### src/spmv_pkg.sv
// Shared types and constants for the packed low-precision sparse row engine.
`default_nettype none

package spmv_pkg;

  // Fixed payload widths.
  localparam int CMD_W    = 2;
  localparam int WIDX_W   = 8;
  localparam int WORD_W   = 32;
  localparam int VALUE_W  = 8;
  localparam int COL_W    = 10;
  localparam int OUT_W    = 32;
  localparam int MODE_W   = 2;
  localparam int BYTES_W  = WORD_W / VALUE_W;   // elements per vector word
  localparam int BSEL_W   = $clog2(BYTES_W);

  // Signed width that holds the sum of the lane products.
  localparam int DOT_W    = 10;

  // Default values for the top-level parameters.
  localparam int MAX_COLUMNS_DEF = 1024;
  localparam int SUM_BITS_DEF    = 32;

  // Depth of the queue between the front and back parts.
  localparam int QDEPTH   = 4;
  localparam int QPTR_W   = $clog2(QDEPTH);
  localparam int QCNT_W   = $clog2(QDEPTH + 1);

  // Command codes of an input transaction.
  typedef enum logic [CMD_W-1:0] {
    CMD_LOAD    = 2'd0,
    CMD_NONZERO = 2'd1,
    CMD_EMPTY   = 2'd2
  } cmd_t;

  // Precision mode codes; any other code selects two 4-bit lanes.
  localparam logic [MODE_W-1:0] MODE_INT8 = 2'd0;
  localparam logic [MODE_W-1:0] MODE_INT2 = 2'd1;

  // One classified operation as it sits in the queue.
  typedef struct packed {
    cmd_t                kind;
    logic [WIDX_W-1:0]   addr;   // vector word address (load or read)
    logic [WORD_W-1:0]   word;
    logic [VALUE_W-1:0]  mval;
    logic [BSEL_W-1:0]   bsel;   // element within the word
    logic                hit;    // address lies inside the vector store
    logic                last;
  } op_t;

endpackage

`default_nettype wire

### src/spmv_if.sv
// Handshake channel interfaces: input items, results and configuration writes.
`default_nettype none

interface spmv_in_if;
  logic                              valid;
  logic                              ready;
  logic [spmv_pkg::CMD_W-1:0]        command;
  logic [spmv_pkg::WIDX_W-1:0]       vector_word_index;
  logic [spmv_pkg::WORD_W-1:0]       vector_word;
  logic [spmv_pkg::VALUE_W-1:0]      matrix_value;
  logic [spmv_pkg::COL_W-1:0]        column;
  logic                              row_end;

  modport source (output valid, command, vector_word_index, vector_word, matrix_value,
                  column, row_end, input ready);
  modport sink   (input valid, command, vector_word_index, vector_word, matrix_value,
                  column, row_end, output ready);
endinterface


`default_nettype wire

### src/spmv_front.sv
// Front part: accepts input transactions, classifies them and queues them.
`default_nettype none

module spmv_front #(
  parameter int MAX_COLUMNS = spmv_pkg::MAX_COLUMNS_DEF
) (
  input  wire logic         clk,
  input  wire logic         rst,
  spmv_in_if.sink           items,
  output spmv_pkg::op_t     head,
  output logic              head_valid,
  input  wire logic         pop
);

  localparam int WORDS = (MAX_COLUMNS + spmv_pkg::BYTES_W - 1) / spmv_pkg::BYTES_W;

  spmv_pkg::op_t                  queue [spmv_pkg::QDEPTH];
  logic [spmv_pkg::QPTR_W-1:0]    wr_ptr;
  logic [spmv_pkg::QPTR_W-1:0]    rd_ptr;
  logic [spmv_pkg::QCNT_W-1:0]    count;
  spmv_pkg::op_t                  op;
  logic                           keep;
  logic                           push;
  logic                           do_pop;

  // Classify the incoming item. The unused command code is taken and dropped.
  always_comb begin
    op      = '0;
    keep    = 1'b0;
    op.word = items.vector_word;
    op.mval = items.matrix_value;
    op.last = items.row_end;
    case (items.command)
      spmv_pkg::CMD_LOAD: begin
        keep    = 1'b1;
        op.kind = spmv_pkg::CMD_LOAD;
        op.addr = items.vector_word_index;
        op.hit  = 32'(items.vector_word_index) < 32'(WORDS);
      end
      spmv_pkg::CMD_NONZERO: begin
        keep    = 1'b1;
        op.kind = spmv_pkg::CMD_NONZERO;
        op.addr = items.column[spmv_pkg::COL_W-1:spmv_pkg::BSEL_W];
        op.bsel = items.column[spmv_pkg::BSEL_W-1:0];
        op.hit  = 32'(items.column) < 32'(MAX_COLUMNS);
      end
      spmv_pkg::CMD_EMPTY: begin
        keep    = 1'b1;
        op.kind = spmv_pkg::CMD_EMPTY;
      end
      default: begin
        keep    = 1'b0;
      end
    endcase
  end

  assign items.ready = (count != spmv_pkg::QCNT_W'(spmv_pkg::QDEPTH));
  assign push        = items.valid && items.ready && keep;
  assign head_valid  = (count != '0);
  assign do_pop      = pop && head_valid;
  assign head        = queue[rd_ptr];

  always_ff @(posedge clk) begin
    if (rst) begin
      wr_ptr <= '0;
      rd_ptr <= '0;
      count  <= '0;
    end else begin
      if (push) begin
        wr_ptr <= wr_ptr + 1'b1;
      end
      if (do_pop) begin
        rd_ptr <= rd_ptr + 1'b1;
      end
      if (push && !do_pop) begin
        count <= count + 1'b1;
      end else if (!push && do_pop) begin
        count <= count - 1'b1;
      end
    end
  end

  always_ff @(posedge clk) begin
    if (push) begin
      queue[wr_ptr] <= op;
    end
  end

endmodule

`default_nettype wire

### src/flat_wrapper.sv
// flat-port wrapper written by rule: the top's interface ports become plain ports
module spmv_front_flat 
#(
  parameter int MAX_COLUMNS = spmv_pkg::MAX_COLUMNS_DEF
)
  (clk, rst, head, head_valid, pop, items_valid, items_command, items_vector_word_index, items_vector_word, items_matrix_value, items_column, items_row_end, items_ready);
  spmv_in_if items_i ();
  input  wire logic clk;
  input  wire logic rst;
  output spmv_pkg::op_t head;
  output logic head_valid;
  input  wire logic pop;
  input wire logic [$bits(items_i.valid)-1:0] items_valid;
  input wire logic [$bits(items_i.command)-1:0] items_command;
  input wire logic [$bits(items_i.vector_word_index)-1:0] items_vector_word_index;
  input wire logic [$bits(items_i.vector_word)-1:0] items_vector_word;
  input wire logic [$bits(items_i.matrix_value)-1:0] items_matrix_value;
  input wire logic [$bits(items_i.column)-1:0] items_column;
  input wire logic [$bits(items_i.row_end)-1:0] items_row_end;
  output wire logic [$bits(items_i.ready)-1:0] items_ready;
  assign items_i.valid = items_valid;
  assign items_i.command = items_command;
  assign items_i.vector_word_index = items_vector_word_index;
  assign items_i.vector_word = items_vector_word;
  assign items_i.matrix_value = items_matrix_value;
  assign items_i.column = items_column;
  assign items_i.row_end = items_row_end;
  assign items_ready = items_i.ready;
  spmv_front #(.MAX_COLUMNS(MAX_COLUMNS)) u_core (.clk(clk), .rst(rst), .items(items_i), .head(head), .head_valid(head_valid), .pop(pop));
endmodule
### config.mk
export PLATFORM = sky130hd
export DESIGN_NAME = spmv_front_flat
export DESIGN_NICKNAME = d
export VERILOG_FILES = /design/src/spmv_pkg.sv /design/src/spmv_if.sv /design/src/spmv_front.sv /design/src/flat_wrapper.sv
export SDC_FILE = /design/constraint.sdc
export NUM_CORES = 1
export LEC_CHECK = 0
export ABC_AREA = 1
export ABC_CLOCK_PERIOD_IN_PS = 3940
export BUFFER_PORTS_ARGS = -buffer_cell sky130_fd_sc_hd__buf_2
export CAP_MARGIN = 25
export CORE_MARGIN = 2
export CORE_UTILIZATION = 45
export CTS_BUF_LIST = sky130_fd_sc_hd__clkbuf_4 sky130_fd_sc_hd__clkbuf_8
export DETAILED_ROUTE_END_ITERATION = 12
export PLACE_DENSITY = 0.71
export SLEW_MARGIN = 10
export SYNTH_ARGS = -nofsm -noshare
export SYNTH_HDL_FRONTEND = slang
export SYNTH_SLANG_ARGS = --single-unit
### constraint.sdc
create_clock -name clk -period 3.94 [get_ports clk]
set_input_delay 0.788 -clock clk [delete_from_list [all_inputs] [get_ports clk]]
set_output_delay 0.788 -clock clk [all_outputs]
set_load 0.005 [all_outputs]
==> impl_metrics.ini <==
[cts]
cts_resized = 0
clkSinkCount = 225
clk_pin_slew_ns = 0.05
cts_root_buf = clkbuf_8
cts_htree_levels = 2
cts_buffers = 37
post_cts_buffers = 0
cts_max_path_buffers = 3
cts_hold_buf = 0
clock_latency_ns = 0.51
tritoncts = done

[cells_and_area]
drive_above_1_share = 0.247
fillers = 1553
syn2layout_area_growth_pct = 17.4
final_nets = 829
post-route-cell-area_sq_mm = 0.0101

[route]
vias_per_cell = 5.21
dr.pass1.iters = 5
wl_mm = 16.7
ant_nets = 0
num_vias = 5317
drt_iter0_drc = 364
drcViolationCount = 0
wl_per_cell_microns = 16.4

[sta]
worst_slack_ns = 0.737
drv_slew = 0
hold_viol = 0
fin_skew_ns = 0.0114
fmax_mhz = 312
maxSlewHeadroom = 0.445
tightest_slew_ns = 0.833
whs_ns = 0.489
rsz0062_at_grt = no
setup_tns_ns = 0
final.min_clock_period_ns = 3.20
period_share = 0.813
setup_viol = 0

[place]
io_buffers = 120
dpl.hpwl_mm = 9.15
dpl_cell_area_sq_mm = 0.00942
place_ws_ns = 1.28
gp_congestion = 0.715

[worst_hold_path]
hp-class = input port to flip-flop
hold_depth = 2

[worst_setup_path]
worstSetupEndpointType = primary output
setup.worst_path.start_class = flip-flop
reg2regPathDepth = 9
cp.required_ns = 3.15
critPathMaxFanout = 108
crit_type = flip-flop to primary output
worstPathArrival_ns = 2.41

[synthesis]
ys_seq_elements = 225
synth_nets = 697
ys_warn_count = 0
ys_types = 22
syn_avg_cell_area_sq_um = 13.8
synth_seq_area_share = 0.774
syn_area_sq_mm = 0.00861
synthCells = 626

[pwr]
power.total_mw = 6.09
ir_drop_mv = 0.358
p_seq_frac = 0.488
p_sw_frac = 0.290
cellPowerDensity_mw_per_mm2 = 603
internal_power_mw = 4.33
p_comb_frac = 0.211
p_leak_nw = 3.65
p_sw_mw = 1.76
power_frac_clock = 0.301

[floorplan]
ios = 121
fp.dieH_microns = 142
num_rows = 50
dieArea_sq_mm = 0.0203
core-area_sq_mm = 0.0188
start_util = 0.459
die_w_microns = 142

[global_routing]
grt_pass1_wl_mm = 25.8
grt_max_degree = 109
first_global_vias = 5171
grt_antenna_before_repair = 2
grt_use_total = 0.166
globalRoute.totalOverflow = 0

[outcome]
outcome = completed

[job]
drv_cap = 0
==> Yosys cell counts, drive strengths merged <==
library cell	number	area, sq um
inv	28	110
nand3	3	15.0
ha	5	62.6
clkbuf	8	38.8
nand2	26	100
edfxtp	216	6490
a21oi	5	25.0
fa	1	20.0
o22ai	54	338
dfxtp	9	180
clkinv	1	3.75
or2	1	6.26
o21ai	118	591
buf	27	168
nor2	124	465
==> state kept, by name, indices dropped and copies added (netlist names), named ones only <==
name           count
u_core.count       3
u_core.rd_ptr      2
u_core.wr_ptr      2
u_core.queue     216
==> final timing paths <==
check,startpoint,end,slack (ns)
worst max register to register,u_core.count[0],u_core.count[1],1.97
worst min register to register,u_core.count[0],u_core.count[0],0.50
worst min-delay path,rst,u_core.rd_ptr[0],0.49
worst max-delay path,flip-flop,head[50],0.74
==> cells by family after synthesis <==
| group | after synthesis | synth area share |
|---|---|---|
| buffers and inverters | 64 | 0.0372 |
| and+or+nand+nor | 154 | 0.0682 |
| DFF | 225 | 0.774 |
| adders and majority gates | 6 | 0.00959 |
| AOI/OAI and AO/OA | 177 | 0.111 |
==> layer usage <==
layer  share of wire  vias up  wire length [microns]  track usage
met3           0.076       27                   1270       0.0532
li1                -     2568                      -            -
met5         0.00078        -                     13            0
met1            0.44     2553                   7380        0.217
met4           0.015        2                    254       0.0615
met2            0.47      167                   7810        0.262
==> stage by stage <==
step           cells  utilization
2_1_floorplan    626            -
3_3_place_gp     953        0.502
3_5_place_dp     953        0.502
4_1_cts         1019        0.538
5_1_grt         1019        0.538
6_report        1020        0.538
==> worst max-delay path: stages, from the launching register on <==
cell and delay, ns:
dfxtp_4 0.78, inv_6 0.41, o21ai_0 0.35, o22ai_1 0.13
buf_2 0.14
==> cell type report <==
type,count,area [sq um],share of cell area
flip-flops and latches,225,6670,0.660
clock buffers,48,604,0.0598
repair buffers,128,686,0.0679
clock inverters,18,80.1,0.00793
diodes,1,2.50,0.000248
inverters,29,114,0.0113
multi-input cells,337,1650,0.164
well taps,234,293,0.0290
==> cell usage in the layout, fill, tap and decap left out, drive strengths merged, types with 3 or more instances in the layout <==
master and count:
nand3 3, inv 28, dfxtp 9, o21ai 118, nand2 26, clkinv 18, clkbuf 48, edfxtp 216
buf 128, a21oi 5, nor2 124, ha 5, o22ai 54
==> power by group through the flow <==
stage / combinational (mW) / clock [mW] / sequential, mW
after floorplan: 0.849 / 0 / 2.96
after global routing: 1.46 / 1.98 / 3.00
after global placement: 1.28 / 0 / 3.02
after detailed placement: 1.30 / 0 / 3.02
after CTS: 1.31 / 1.88 / 2.98
final: 1.28 / 1.84 / 2.97
Note: power is estimated with default switching activity, not from simulation.
